==> src/rtl/bkd_ram.sv <==
// Generic simple dual-port RAM: one write port, one read port, registered read.
// Standalone; no package dependency.
`default_nettype none

module bkd_ram #(
    parameter int WIDTH = 8,
    parameter int DEPTH = 16,
    parameter int AW    = (DEPTH > 1) ? $clog2(DEPTH) : 1
) (
    input  wire logic             aclk,
    input  wire logic             we,
    input  wire logic [AW-1:0]    waddr,
    input  wire logic [WIDTH-1:0] wdata,
    input  wire logic             re,
    input  wire logic [AW-1:0]    raddr,
    output logic      [WIDTH-1:0] rdata
);

    logic [WIDTH-1:0] mem [DEPTH];

    always_ff @(posedge aclk) begin
        if (we) begin
            mem[waddr] <= wdata;
        end
        if (re) begin
            rdata <= mem[raddr];
        end
    end

endmodule

`default_nettype wire

==> config.mk <==
export PLATFORM = sky130hd
export DESIGN_NAME = bkd_ram
export DESIGN_NICKNAME = d
export VERILOG_FILES = /design/src/rtl/bkd_ram.sv
export SDC_FILE = /design/constraint.sdc
export NUM_CORES = 1
export LEC_CHECK = 0
export BUFFER_PORTS_ARGS = -buffer_cell sky130_fd_sc_hd__buf_2
export CELL_PAD_IN_SITES_DETAIL_PLACEMENT = 0
export CELL_PAD_IN_SITES_GLOBAL_PLACEMENT = 1
export CORE_MARGIN = 2
export CORE_UTILIZATION = 40
export CTS_BUF_LIST = sky130_fd_sc_hd__clkbuf_2
export DETAILED_ROUTE_END_ITERATION = 10
export GPL_ROUTABILITY_DRIVEN = 0
export HOLD_SLACK_MARGIN = 0.15
export PLACE_DENSITY = 0.61
export SETUP_SLACK_MARGIN = 0.02
export SYNTH_ARGS = -nofsm -noshare
export SYNTH_HDL_FRONTEND = slang
export SYNTH_SLANG_ARGS = --single-unit
==> constraint.sdc <==
create_clock -name aclk -period 1.8 [get_ports aclk]
set_clock_uncertainty 0.15 [all_clocks]
set_input_delay 0.18 -clock aclk [delete_from_list [all_inputs] [get_ports aclk]]
set_output_delay 0.18 -clock aclk [all_outputs]
set_load 0.02 [all_outputs]
==> results of run 1 <==
-- power by group --
| part | switching (mW) | internal [mW] | leakage [nW] | total, mW |
|---|---|---|---|---|
| combinational | 0.211 | 0.181 | 0.705 | 0.392 |
| clock | 0.983 | 0.612 | 0.138 | 1.59 |
| sequential | 0.0151 | 3.56 | 1.24 | 3.58 |
| total | 1.21 | 4.36 | 2.08 | 5.56 |
-- stage by stage --
step	util, %	hold slack (ps)
after floorplan	-	129
after global placement	45.2	403
after detailed placement	45.2	405
after CTS	48.4	188
after global routing	48.4	162
final	48.4	274
-- layout by cell type (no fill, tap or decap), drive strengths merged --
| cell type | instances |
|---|---|
| nor2 | 13 |
| nand2b | 2 |
| a22oi | 16 |
| nor2b | 1 |
| clkinv | 9 |
| nand2 | 9 |
| clkbuf | 19 |
| nand3b | 2 |
| or3b | 1 |
| nor3 | 4 |
| bufinv | 2 |
| nand3 | 1 |
| and2 | 1 |
| and2b | 1 |
| buf | 52 |
| edfxtp | 136 |
| mux4 | 32 |
| dlygate4sd3 | 20 |
| clkinvlp | 1 |
-- final timing paths --
check                             to  cells after the start
hold reg to reg   rdata[6]$_DFFE_PP_                      3
hold / removal    rdata[2]$_DFFE_PP_                      2
setup reg to reg  rdata[5]$_DFFE_PP_                      4
setup / recovery  rdata[1]$_DFFE_PP_                      6
-- area by class of cell --
class | count | share of cell area, %
Multi-Input combinational cell | 83 | 17.3
Tap cell | 172 | 3.51
Clock buffer | 19 | 1.55
Timing Repair Buffer | 72 | 9.19
Clock inverter | 12 | 1.80
Sequential cell | 136 | 66.6
-- what timing repair did --
| item | in CTS | in global routing |
|---|---|---|
| gates resized for setup | 0 | 0 |
| buffers inserted | 0 | 0 |
| hold endpoints to repair | 272 | 0 |
| hold buffers | 20 | 0 |
-- kinds of logic after synthesis --
| group | Yosys count | synth area share, % |
|---|---|---|
| flip-flops | 136 | 78.1 |
| AND/OR/NAND/NOR | 35 | 3.14 |
| multiplexers | 32 | 14.8 |
| AO/OA/AOI/OAI | 16 | 2.30 |
| buffers and inverters | 10 | 1.65 |
-- critical path, delay by kind of cell --
kind            cells  cell delay (ps)
compound gates      1              170
simple gates        1               90
buf+inv             3              940
mux                 1              630
-- flip-flops by register name, indices dropped and copies added (netlist names) --
register and flops:
mem 128, rdata 8
-- metal layers --
layer	global-route usage (%)	vias up	share of wire, %
met1	20.6	1280	45
li1	-	1143	-
met4	6.17	0	1.2
met3	4.73	9	5.5
met5	0	-	0
met2	24.9	63	49
==> impl_metrics.json, run 1 <==
{
  "status": "complete, no violations",
  "groute.usage.overall_pct": 15.8,
  "syn_area_mm2": 0.00523,
  "max_slew_margin_pct": 46.1,
  "crit_required_ps": 2070,
  "dr.pass1.iters": 4,
  "grt_max_degree": 23,
  "cts_buffers": 17,
  "routed_wl_um": 10100,
  "cp.arrival_ps": 2010,
  "grt-ovfl-total": 0,
  "die_w_um": 118,
  "critPathSlowestCell": "mux4_1",
  "synth_edf_count": 136,
  "leakage_nw": 2.08,
  "drc": 0,
  "synth_common_cells": "edfxtp_1, mux4_2, a22oi_1",
  "synth_area_leaders": "edfxtp_1, mux4_2, mux4_1, a22oi_1, nor2_1",
  "ys_types": 18,
  "post-synth-top-count-cell": "edfxtp_1",
  "layout.nets": 329,
  "ys_ff_latch": 136,
  "p_total_mw": 5.56,
  "critPathMaxStageDelay_ps": 630,
  "syn_area_per_cell_um2": 22.8,
  "dpl_worst_slack_ps": -98.9,
  "fillers": 1077,
  "ant_nets": 0,
  "path_class": "in -> reg",
  "worstPathCellList": "dlygate4sd3_1 -> buf_2 -> buf_4 -> mux4_1 -> a22oi_1 -> nand2_1",
  "diodes": 0,
  "p_per_area_mw_per_mm2": 908,
  "ir_worst_vdd_v": 0.000471,
  "final_layout_size_suffix_gt1_share_pct": 31.4,
  "grt_antenna_before_repair": 0,
  "wl_per_cell_um": 20.4,
  "crit_start": "raddr[0]",
  "hp-start": "re",
  "setup_viol": 0,
  "yosys.area.top_type": "edfxtp_1",
  "clk_path_buf_depth": 2,
  "drtIter0Drc": 169,
  "cts_tree": "yes",
  "dp_hpwl_um": 6600,
  "period_share_pct": 96.6,
  "min_path_type": "in -> reg",
  "maxCapViolCount": 0,
  "yosysTopAreaCellShare_pct": 78.1,
  "grt_pass1_wl_um": 15400,
  "multi_input_comb_area_mm2": 0.00106,
  "synth_fp_nets": 248,
  "placed_area_mm2": 0.00572,
  "finalHoldViolCount": 0,
  "synth_cells": 229,
  "fin_tns_setup_ps": 0,
  "async_flop_share_pct": 0,
  "coreArea_mm2": 0.0127,
  "ctsHtreeMaxLevel": 4,
  "numClockSinks": 136,
  "ff2ff_setup_slack_ps": 160,
  "seqCellArea_mm2": 0.00408,
  "via_per_inst": 5.05,
  "clk_pin_slew_ps": 180,
  "setup_ws_ps": 61.9,
  "rsz0062_at_grt": "false",
  "cp-end-kind": "register",
  "dr_total_vias": 2495,
  "finalCriticalPeriod_ps": 1740,
  "postLayoutCellArea_mm2": 0.00613,
  "placed_cells": 443,
  "start_util_pct": 41.3,
  "worstPathMaxFanout": 11,
  "max_freq_mhz": 575,
  "yosys_warnings": 0,
  "rr_startpoint": "mem[9][5]$_DFFE_PP_",
  "synth_top_flop_cell": "edfxtp_1",
  "cts_root_buffer": "clkbuf_2",
  "port-buffer-count": 26,
  "fin_cells": 494,
  "critPathLaunchType": "input port",
  "clock_latency_ps": 660,
  "worst_pin_slew_ps": 806,
  "grt_pass1_vias": 2582,
  "drv_slew": 0,
  "yosysSeqAreaShare_pct": 78.1,
  "dieArea_mm2": 0.0140,
  "num_rows": 41,
  "dieHeight_um": 118,
  "io_pins": 27,
  "area.growth.synth_to_final_pct": 17.3
}
(Power assumes the default switching activity.)
==> inputs of run 2 (changes only) <==
- GPL_TIMING_DRIVEN: not set -> 0
==> impl_metrics.json, run 2 (same netlist as run 1, synthesis figures left out) <==
{
  "min_path_type": "in -> reg",
  "p_switching_mw": 1.29,
  "fillers": 1078,
  "maxCapViolCount": 0,
  "finalHoldViolCount": 8,
  "grt_max_degree": 17,
  "clk_path_buf_depth": 2,
  "port-buffer-count": 25,
  "drtIter0Drc": 138,
  "area.growth.synth_to_final_pct": 15.9,
  "placed_cells": 426,
  "grt-ovfl-total": 0,
  "worst_pin_slew_ps": 1290,
  "ant_nets": 0,
  "dp_hpwl_um": 6290,
  "max_freq_mhz": 558,
  "violations": "negative hold slack",
  "p_comb_share_pct": 6.1,
  "power.internal_mw": 4.90,
  "coreArea_mm2": 0.0127,
  "layout.nets": 308,
  "clock_latency_ps": 670,
  "path_class": "in -> reg",
  "drv_slew": 0,
  "clkPwrFrac_pct": 36.2,
  "start_util_pct": 41.3,
  "hold_ws_ps": -42.8,
  "cp.arrival_ps": 1920,
  "largest_register": "mem",
  "grt_pass1_vias": 2474,
  "largest_reg_flops": 128,
  "cts_tree": "yes",
  "numClockSinks": 136,
  "crit_required_ps": 1920,
  "dieHeight_um": 118,
  "final_cell_mix": "edfxtp_1, buf_2, mux4_2, clkbuf_2",
  "diodes": 0,
  "ctsHtreeMaxLevel": 4,
  "status": "finished, violations left",
  "num_rows": 41,
  "via_per_inst": 5.11,
  "final_layout_size_suffix_gt1_share_pct": 28.5,
  "top_regs": "mem x128, rdata x8",
  "grt_pass1_wl_um": 14900,
  "period_share_pct": 99.5,
  "cp-end-kind": "register",
  "rsz0062_at_grt": "false",
  "ir_worst_vdd_v": 0.000361,
  "die_w_um": 118,
  "dieArea_mm2": 0.0140,
  "p_total_mw": 6.19,
  "critPathLaunchType": "input port",
  "io_pins": 27,
  "leakage_nw": 2.00,
  "max_slew_margin_pct": 13.4,
  "cts_root_buffer": "clkbuf_2",
  "groute.usage.overall_pct": 15.2,
  "routed_wl_um": 9850,
  "dr_total_vias": 2421,
  "dr.pass1.iters": 4,
  "clk_pin_slew_ps": 180,
  "setup_viol": 0,
  "drc": 0,
  "switching_share_pct": 20.8,
  "finalCriticalPeriod_ps": 1790,
  "wl_per_cell_um": 20.8,
  "worstPathMaxFanout": 8,
  "grt_antenna_before_repair": 0,
  "p_per_area_mw_per_mm2": 1020,
  "layout_commonest_cell": "edfxtp_1",
  "seqPwrFrac_pct": 57.7,
  "cts_buffers": 17,
  "fin_cells": 474
}
==> run 2: cell type report <==
class | count | area (µm²) | share of cell area (%)
Multi-Input combinational cell | 83 | 1070 | 17.6
Sequential cell | 136 | 4080 | 67.4
Clock inverter | 14 | 229 | 3.78
Timing Repair Buffer | 41 | 285 | 4.71
Buffer | 10 | 86.3 | 1.43
Tap cell | 172 | 215 | 3.55
Clock buffer | 18 | 90.1 | 1.49
==> run 2: routing by layer <==
| layer | share of wire (%) | vias up | track usage, % |
|---|---|---|---|
| li1 | - | 1101 | - |
| met1 | 45 | 1237 | 20.9 |
| met2 | 48 | 74 | 23.3 |
| met3 | 6.0 | 9 | 4.39 |
| met4 | 1.0 | 0 | 5.65 |
| met5 | 0 | - | 0 |
==> run 2: final timing paths <==
kind / start / to / slack (ps) / cells past startpoint
worst max-delay path: waddr[1] / mem[4][1]$_DFFE_PP_ / 9 / 3
worst min-delay path: waddr[3] / mem[0][1]$_DFFE_PP_ / -40 / 3
worst max register to register: mem[1][0]$_DFFE_PP_ / rdata[0]$_DFFE_PP_ / 100 / 3
worst min register to register: mem[8][3]$_DFFE_PP_ / rdata[3]$_DFFE_PP_ / 630 / 3
==> run 2: power by group through the flow <==
stage,Sequential (mW),Clock (mW),Combinational [mW]
6_report,3.58,2.24,0.377
2_1_floorplan,3.67,0,0.180
4_1_cts,3.58,2.29,0.385
3_5_place_dp,3.65,0,0.360
5_1_grt,3.58,2.45,0.412
3_3_place_gp,3.64,0,0.353
==> run 2: repair_timing <==
item / 4_1_cts / 5_1_grt
hold buffers: 15 / 1
setup buffers: 0 / 0
gates resized for setup: 0 / 1
endpoints found under the hold margin: 272 / 128
endpoints found under the setup margin: 0 / 8
==> run 2: critical path, cell delays in order <==
cell and delay (ps):
dlygate4sd3_1 520, buf_2 170, nor3_1 1030
==> run 2: metrics by stage <==
step / util, % / setup slack, ps / instance area [µm²] / setup TNS (ps)
6_report: 47.8 / 8.53 / 6060 / 0
5_1_grt: 47.8 / 21.4 / 6060 / 0
4_1_cts: 47.7 / 43.7 / 6040 / 0
3_5_place_dp: 44.0 / -327 / 5570 / -14360
3_3_place_gp: 44.0 / -387 / 5570 / -14560
2_1_floorplan: - / 188 / 5230 / 0
