<file path="config.mk">
export PLATFORM = sky130hd
export DESIGN_NAME = bkd_seq
export DESIGN_NICKNAME = d
export VERILOG_FILES = /design/src/rtl/bkd_pkg.sv /design/src/rtl/bkd_satmax.sv /design/src/rtl/bkd_seq.sv
export SDC_FILE = /design/constraint.sdc
export NUM_CORES = 1
export LEC_CHECK = 0
export BUFFER_PORTS_ARGS = -buffer_cell sky130_fd_sc_hd__buf_2
export CAP_MARGIN = 20
export CORE_MARGIN = 2
export CORE_UTILIZATION = 35
export DETAILED_ROUTE_END_ITERATION = 7
export HOLD_SLACK_MARGIN = 0.15
export PLACE_DENSITY = 0.49
export RECOVER_POWER = 50
export SETUP_SLACK_MARGIN = 0.3
export SLEW_MARGIN = 0
export SYNTH_ARGS = -nofsm -noshare
export SYNTH_HDL_FRONTEND = slang
export SYNTH_SLANG_ARGS = --single-unit
export TNS_END_PERCENT = 1
</file>
<file path="constraint.sdc">
create_clock -name aclk -period 11.1 [get_ports aclk]
set_clock_uncertainty 0.15 [all_clocks]
set_input_delay 0.555 -clock aclk [delete_from_list [all_inputs] [get_ports aclk]]
set_output_delay 0.555 -clock aclk [all_outputs]
set_load 0.05 [all_outputs]
</file>
<file path="src/rtl/bkd_pkg.sv">
// Shared types and constants for the bounded knapsack DP unit.
// No dependencies; imported by every module of the block except bkd_ram.
`default_nettype none

package bkd_pkg;

    localparam int MAX_CAPACITY_DEF = 1024;

    localparam int CAP_W   = 10;  // capacity register
    localparam int WT_W    = 10;  // item weight
    localparam int VAL_W   = 16;  // item value
    localparam int CNT_W   = 16;  // item copy limit
    localparam int GAIN_W  = 32;  // count * value, k * value
    localparam int BEST_W  = 63;  // table entry / answer

    localparam int S_TDATA_W = 48;
    localparam int M_TDATA_W = 64;

    typedef enum logic [2:0] {
        ST_IDLE,
        ST_BASE,
        ST_TRIAL,
        ST_WRITE,
        ST_ANS_RD,
        ST_ANS,
        ST_CLEAR
    } seq_state_t;

    typedef struct packed {
        logic in_ready;
        logic ans_load;
    } seq_ctl_t;

endpackage

`default_nettype wire

</file>
<file path="src/rtl/bkd_satmax.sv">
// Shared arithmetic unit: saturating 63-bit add followed by a running maximum.
// Depends on bkd_pkg for widths.
`default_nettype none

module bkd_satmax
    import bkd_pkg::*;
(
    input  wire logic [BEST_W-1:0] cur,
    input  wire logic [BEST_W-1:0] a,
    input  wire logic [GAIN_W-1:0] b,
    output logic      [BEST_W-1:0] y
);

    logic [BEST_W:0]   sum;
    logic [BEST_W-1:0] sat;

    always_comb begin
        sum = {1'b0, a} + {{(BEST_W + 1 - GAIN_W){1'b0}}, b};
        sat = sum[BEST_W] ? {BEST_W{1'b1}} : sum[BEST_W-1:0];
        y   = (sat > cur) ? sat : cur;
    end

endmodule

`default_nettype wire

</file>
<file path="src/rtl/bkd_seq.sv">
// Sequencer: sweeps the table per item, drives the RAM and the shared unit,
// reads the answer and clears the table. Depends on bkd_pkg and bkd_satmax.
`default_nettype none

module bkd_seq
    import bkd_pkg::*;
#(
    parameter int MAX_CAPACITY = MAX_CAPACITY_DEF,
    parameter int AW           = (MAX_CAPACITY > 1) ? $clog2(MAX_CAPACITY) : 1
) (
    input  wire logic              aclk,
    input  wire logic              aresetn,
    input  wire logic [AW-1:0]     cap_use,
    input  wire logic              in_valid,
    input  wire logic [WT_W-1:0]   in_weight,
    input  wire logic [VAL_W-1:0]  in_value,
    input  wire logic [CNT_W-1:0]  in_count,
    input  wire logic              in_last,
    input  wire logic              out_busy,
    input  wire logic [BEST_W-1:0] rd_data,
    output seq_ctl_t               ctl,
    output logic                   ram_we,
    output logic      [AW-1:0]     ram_waddr,
    output logic      [BEST_W-1:0] ram_wdata,
    output logic                   ram_re,
    output logic      [AW-1:0]     ram_raddr
);

    localparam int CMPW = (AW > WT_W) ? AW : WT_W;

    seq_state_t state_reg, state_next;

    logic [WT_W-1:0]   wt_reg;
    logic [VAL_W-1:0]  val_reg;
    logic [CNT_W-1:0]  cnt_reg;
    logic              last_reg;
    logic [GAIN_W-1:0] gain_reg;

    logic [AW-1:0]     j_reg, j_next;
    logic [AW-1:0]     addr_reg, addr_next;
    logic [CNT_W-1:0]  k_reg, k_next;
    logic [GAIN_W-1:0] kval_reg, kval_next;
    logic [BEST_W-1:0] best_reg, best_next;
    logic [AW-1:0]     clr_reg, clr_next;

    logic              accept;
    logic              zero_wt;
    logic [CMPW-1:0]   wt_ext;
    logic [CMPW-1:0]   j_ext;
    logic [CMPW-1:0]   addr_ext;
    logic              j_fits;
    logic              addr_fits;
    logic              trial_more;

    logic [BEST_W-1:0] u_cur;
    logic [GAIN_W-1:0] u_b;
    logic [BEST_W-1:0] u_y;

    bkd_satmax u_satmax (
        .cur (u_cur),
        .a   (rd_data),
        .b   (u_b),
        .y   (u_y)
    );

    always_comb begin
        accept     = in_valid && (state_reg == ST_IDLE);
        zero_wt    = (wt_reg == '0);
        wt_ext     = CMPW'(wt_reg);
        j_ext      = CMPW'(j_reg);
        addr_ext   = CMPW'(addr_reg);
        j_fits     = (j_ext >= wt_ext);
        addr_fits  = (addr_ext >= wt_ext);
        trial_more = (k_reg != cnt_reg) && addr_fits;
    end

    // next state
    always_comb begin
        state_next = state_reg;
        unique case (state_reg)
            ST_IDLE: begin
                if (accept) begin
                    if (in_count == '0) begin
                        state_next = in_last ? ST_ANS_RD : ST_IDLE;
                    end else begin
                        state_next = ST_BASE;
                    end
                end
            end
            ST_BASE: begin
                state_next = (!zero_wt && j_fits) ? ST_TRIAL : ST_WRITE;
            end
            ST_TRIAL: begin
                state_next = trial_more ? ST_TRIAL : ST_WRITE;
            end
            ST_WRITE: begin
                if (j_reg == '0) begin
                    state_next = last_reg ? ST_ANS_RD : ST_IDLE;
                end else begin
                    state_next = ST_BASE;
                end
            end
            ST_ANS_RD: begin
                state_next = ST_ANS;
            end
            ST_ANS: begin
                state_next = out_busy ? ST_ANS : ST_CLEAR;
            end
            ST_CLEAR: begin
                state_next = (clr_reg == AW'(MAX_CAPACITY - 1)) ? ST_IDLE : ST_CLEAR;
            end
            default: begin
                state_next = ST_IDLE;
            end
        endcase
    end

    // outputs and datapath
    always_comb begin
        j_next       = j_reg;
        addr_next    = addr_reg;
        k_next       = k_reg;
        kval_next    = kval_reg;
        best_next    = best_reg;
        clr_next     = clr_reg;
        u_cur        = '0;
        u_b          = '0;
        ram_we       = 1'b0;
        ram_waddr    = j_reg;
        ram_wdata    = best_reg;
        ram_re       = 1'b0;
        ram_raddr    = j_reg;
        ctl.in_ready = 1'b0;
        ctl.ans_load = 1'b0;
        unique case (state_reg)
            ST_IDLE: begin
                ctl.in_ready = 1'b1;
                j_next       = cap_use;
                ram_raddr    = cap_use;
                ram_re       = accept && (in_count != '0);
            end
            ST_BASE: begin
                u_cur     = '0;
                u_b       = zero_wt ? gain_reg : '0;
                best_next = u_y;
                if (!zero_wt && j_fits) begin
                    addr_next = AW'(j_ext - wt_ext);
                    k_next    = CNT_W'(1);
                    kval_next = GAIN_W'(val_reg);
                    ram_re    = 1'b1;
                    ram_raddr = AW'(j_ext - wt_ext);
                end
            end
            ST_TRIAL: begin
                u_cur     = best_reg;
                u_b       = kval_reg;
                best_next = u_y;
                if (trial_more) begin
                    addr_next = AW'(addr_ext - wt_ext);
                    k_next    = k_reg + CNT_W'(1);
                    kval_next = kval_reg + GAIN_W'(val_reg);
                    ram_re    = 1'b1;
                    ram_raddr = AW'(addr_ext - wt_ext);
                end
            end
            ST_WRITE: begin
                ram_we    = 1'b1;
                ram_waddr = j_reg;
                ram_wdata = best_reg;
                if (j_reg != '0) begin
                    j_next    = j_reg - AW'(1);
                    ram_re    = 1'b1;
                    ram_raddr = j_reg - AW'(1);
                end
            end
            ST_ANS_RD: begin
                ram_re    = 1'b1;
                ram_raddr = cap_use;
            end
            ST_ANS: begin
                clr_next = '0;
                if (!out_busy) begin
                    ctl.ans_load = 1'b1;
                end
            end
            ST_CLEAR: begin
                ram_we    = 1'b1;
                ram_waddr = clr_reg;
                ram_wdata = '0;
                clr_next  = clr_reg + AW'(1);
            end
            default: begin
                ctl.in_ready = 1'b0;
            end
        endcase
    end

    always_ff @(posedge aclk) begin
        if (!aresetn) begin
            state_reg <= ST_CLEAR;
            clr_reg   <= '0;
        end else begin
            state_reg <= state_next;
            clr_reg   <= clr_next;
        end
    end

    always_ff @(posedge aclk) begin
        if (accept) begin
            wt_reg   <= in_weight;
            val_reg  <= in_value;
            cnt_reg  <= in_count;
            last_reg <= in_last;
            gain_reg <= GAIN_W'(in_count) * GAIN_W'(in_value);
        end
        j_reg    <= j_next;
        addr_reg <= addr_next;
        k_reg    <= k_next;
        kval_reg <= kval_next;
        best_reg <= best_next;
    end

endmodule

`default_nettype wire

</file>
==> results.cfg <==
[outcome]
status = complete, but fails checks
violations = max-capacitance violations, max-slew violations

[synth]
synthesis.area_sq_um = 24500
synth-async-reset-ratio_pct = 0
yosysMostFrequentCell = nand2_1
seq_area_frac_synth_pct = 26.3
yosys.area.top_type = edfxtp_1
syn_inst = 2703
synthTopCellsByCount = nand2_1 (453), inv_1 (265), ha_1 (238)
yosys_most_used_dff = edfxtp_1
ys_ff_latch = 219
syn_avg_cell_area_sq_um = 9.06
synthTopCellsByArea = edfxtp_1 (25%), fa_1 (16%), ha_1 (12%)
synth_top_area_share_pct = 25.3
synth_edf_count = 206
yosysUniqueCellTypes = 86
syn-num-nets = 3259
yosysWarnings = 0

[timing]
worstMarginPinSlew_ps = 4250
setup_viol = 0
hold_ws_ps = 298
max_freq_ghz = 0.115
timing.final.crit_period_ps = 8710
finalMaxSlewViolations = 226
relSlewSlack_pct = -183
period_share_pct = 78.5
rsz0062_at_grt = no
fin_tns_setup_ps = 0
finalHoldViolations = 0

[pwr]
irDropWorstVdd_mv = 0.232
total_power_uw = 7870
power_per_cell_area_nw_per_um2 = 287
leakagePower_uw = 0.0124

[clocking]
htreeDepth = 1
cts.root.buffer_cell = clkbuf_16
ctsLongestPathBuffers = 3
cts_tree = done
tritoncts.num_buffers = 27
clk_pin_slew_ps = 60
cts_sinks = 219
post_cts_buffers = 0
clk_latency_ps = 570

[route]
wl_per_cell_um = 19.1
via_per_inst = 5.24
wl_um = 72800
drt_pre_antenna_iters = 5
first_iter_violations = 1220
drc = 0
vias = 20000
ant_nets = 0

[worst_setup_path]
startpoint_type = flop
rr_startpoint = state_reg[1]
path_class = reg -> reg
cp_data_arrival_time_ps = 8870
endpoint = best_reg[36]
setup.worst_path.start = state_reg[1]
crit_required_ps = 11260
rr_endpoint = best_reg[36]
r2r_cells = 24
endpoint_kind = flop
path_max_fanout = 75
r2r_slack_ps = 2390

[hold_path]
worstHoldPathType = in -> reg
min_path_cells = 3

[global_route]
grt_pass1_wl_um = 115000
gr-total-overflow = 0
grt_usage_pct = 20.2
grt_pass1_vias = 20200
antenna_found_initial = 3
grt_max_degree = 85

[placement]
dp_hpwl_um = 54900
place.gp.congestion = 0.871
io_buffers = 206

[floorplanning]
fp-row-count = 96
fp.coreArea_sq_um = 68900
start_util_pct = 35.5
ios = 207
die_y_um = 269
die_w_um = 269
die_area_sq_um = 72100

[layout]
utilization_pct = 39.8
drive_gt1_share_pct = 9.00
nets = 3413
largest_reg_flops = 63
area_growth_syn_to_layout_pct = 12.1

[run]
maxCapViolations = 3
-- power by group --
part / switching (uW) / internal (uW) / total, uW
logic: 3440 / 2010 / 5450
clock network: 383 / 584 / 967
registers: 133 / 1330 / 1460
total: 3950 / 3920 / 7870
-- routing by layer --
metal	global-route usage, %	wire [um]	vias up
met4	5.03	1570	0
met2	33.5	33900	502
li1	-	-	9590
met3	1.74	3260	83
met5	0	0	-
met1	28.3	34100	9803
-- placed cells by master (no fill, tap or decap), drive strengths merged, types with 6 or more instances in the layout --
cell	instances
bufinv	6
a31oi	29
a221o	12
and3	40
a221oi	11
o21a	15
nand2	453
o21ai	116
clkinv	9
a21oi	128
and4	12
ha	238
and2	169
nand4	32
or2	9
nand2b	11
clkinvlp	6
or3	13
xnor2	81
a21boi	9
clkbuf	67
o21bai	16
o211ai	16
nor3	22
a22o	31
a21o	99
fa	198
a211oi	14
dfxtp	13
inv	266
nor2b	11
nand3	39
edfxtp	206
dlygate4sd3	22
nor4	21
buf	179
xor2	65
nor2	126
-- cells by family after synthesis --
group                      Yosys count  share of synthesized area (%)
adders and majority gates          436                           28.3
muxes                                6                          0.261
DFF                                219                           26.3
xor gates and xnor gates           146                           5.22
and+or+nand+nor                    970                           18.9
buffers and inverters              381                           6.03
AOI/OAI and AO/OA                  545                           14.9
-- final cells by class --
| cell class | instances | area, sq um |
|---|---|---|
| inverters | 265 | 995 |
| multi-input cells | 2103 | 16600 |
| flip-flops and latches | 219 | 6450 |
| clock buffers | 27 | 676 |
| diodes | 4 | 10.0 |
| repair buffers | 241 | 1290 |
| fillers | 7017 | 41500 |
| clock inverters | 22 | 280 |
| well taps | 931 | 1160 |
-- worst min path at each step --
stage / start / endpoint
floorplan: clr_reg[6] / clr_reg[6]
global placement: clr_reg[6] / clr_reg[6]
detailed placement: clr_reg[6] / clr_reg[6]
CTS: in_value[0] / val_reg[0]
global route: in_valid / state_reg[0]
finish: in_valid / state_reg[0]
-- critical path, stage by stage, from the launching register on --
cell and delay (ps):
dfxtp_1 720, nand2_1 210, nor2_4 700, buf_4 690, a22o_1 270, ha_1 220
a211oi_1 110, o21a_1 220, o21ai_1 310, a221o_1 350, a21bo_2 380, nand2b_2 440
buf_4 420, nand2_1 110, ha_1 170, nand4_1 130, or3_1 380, nor3_1 190
and4b_1 270, nand3_1 130, o211ai_1 260, o21a_4 680, buf_4 510, nor3b_1 240
nor3_1 70
-- per-stage QoR --
step                setup slack, ps  cells  cell area [sq um]
detailed placement             2340   3737              26300
global placement               2570   3737              26300
floorplan                      4510   2703              24500
global route                   1730   3811              27500
finish                         2390   3812              27500
CTS                            2330   3808              27500
-- repair_timing --
action | 4_1_cts | 5_1_grt
endpoints found under the hold margin | 22 | 0
hold buffers | 22 | 0
resized for setup | 0 | 0
No activity file was read; power rests on OpenSTA's default activity.
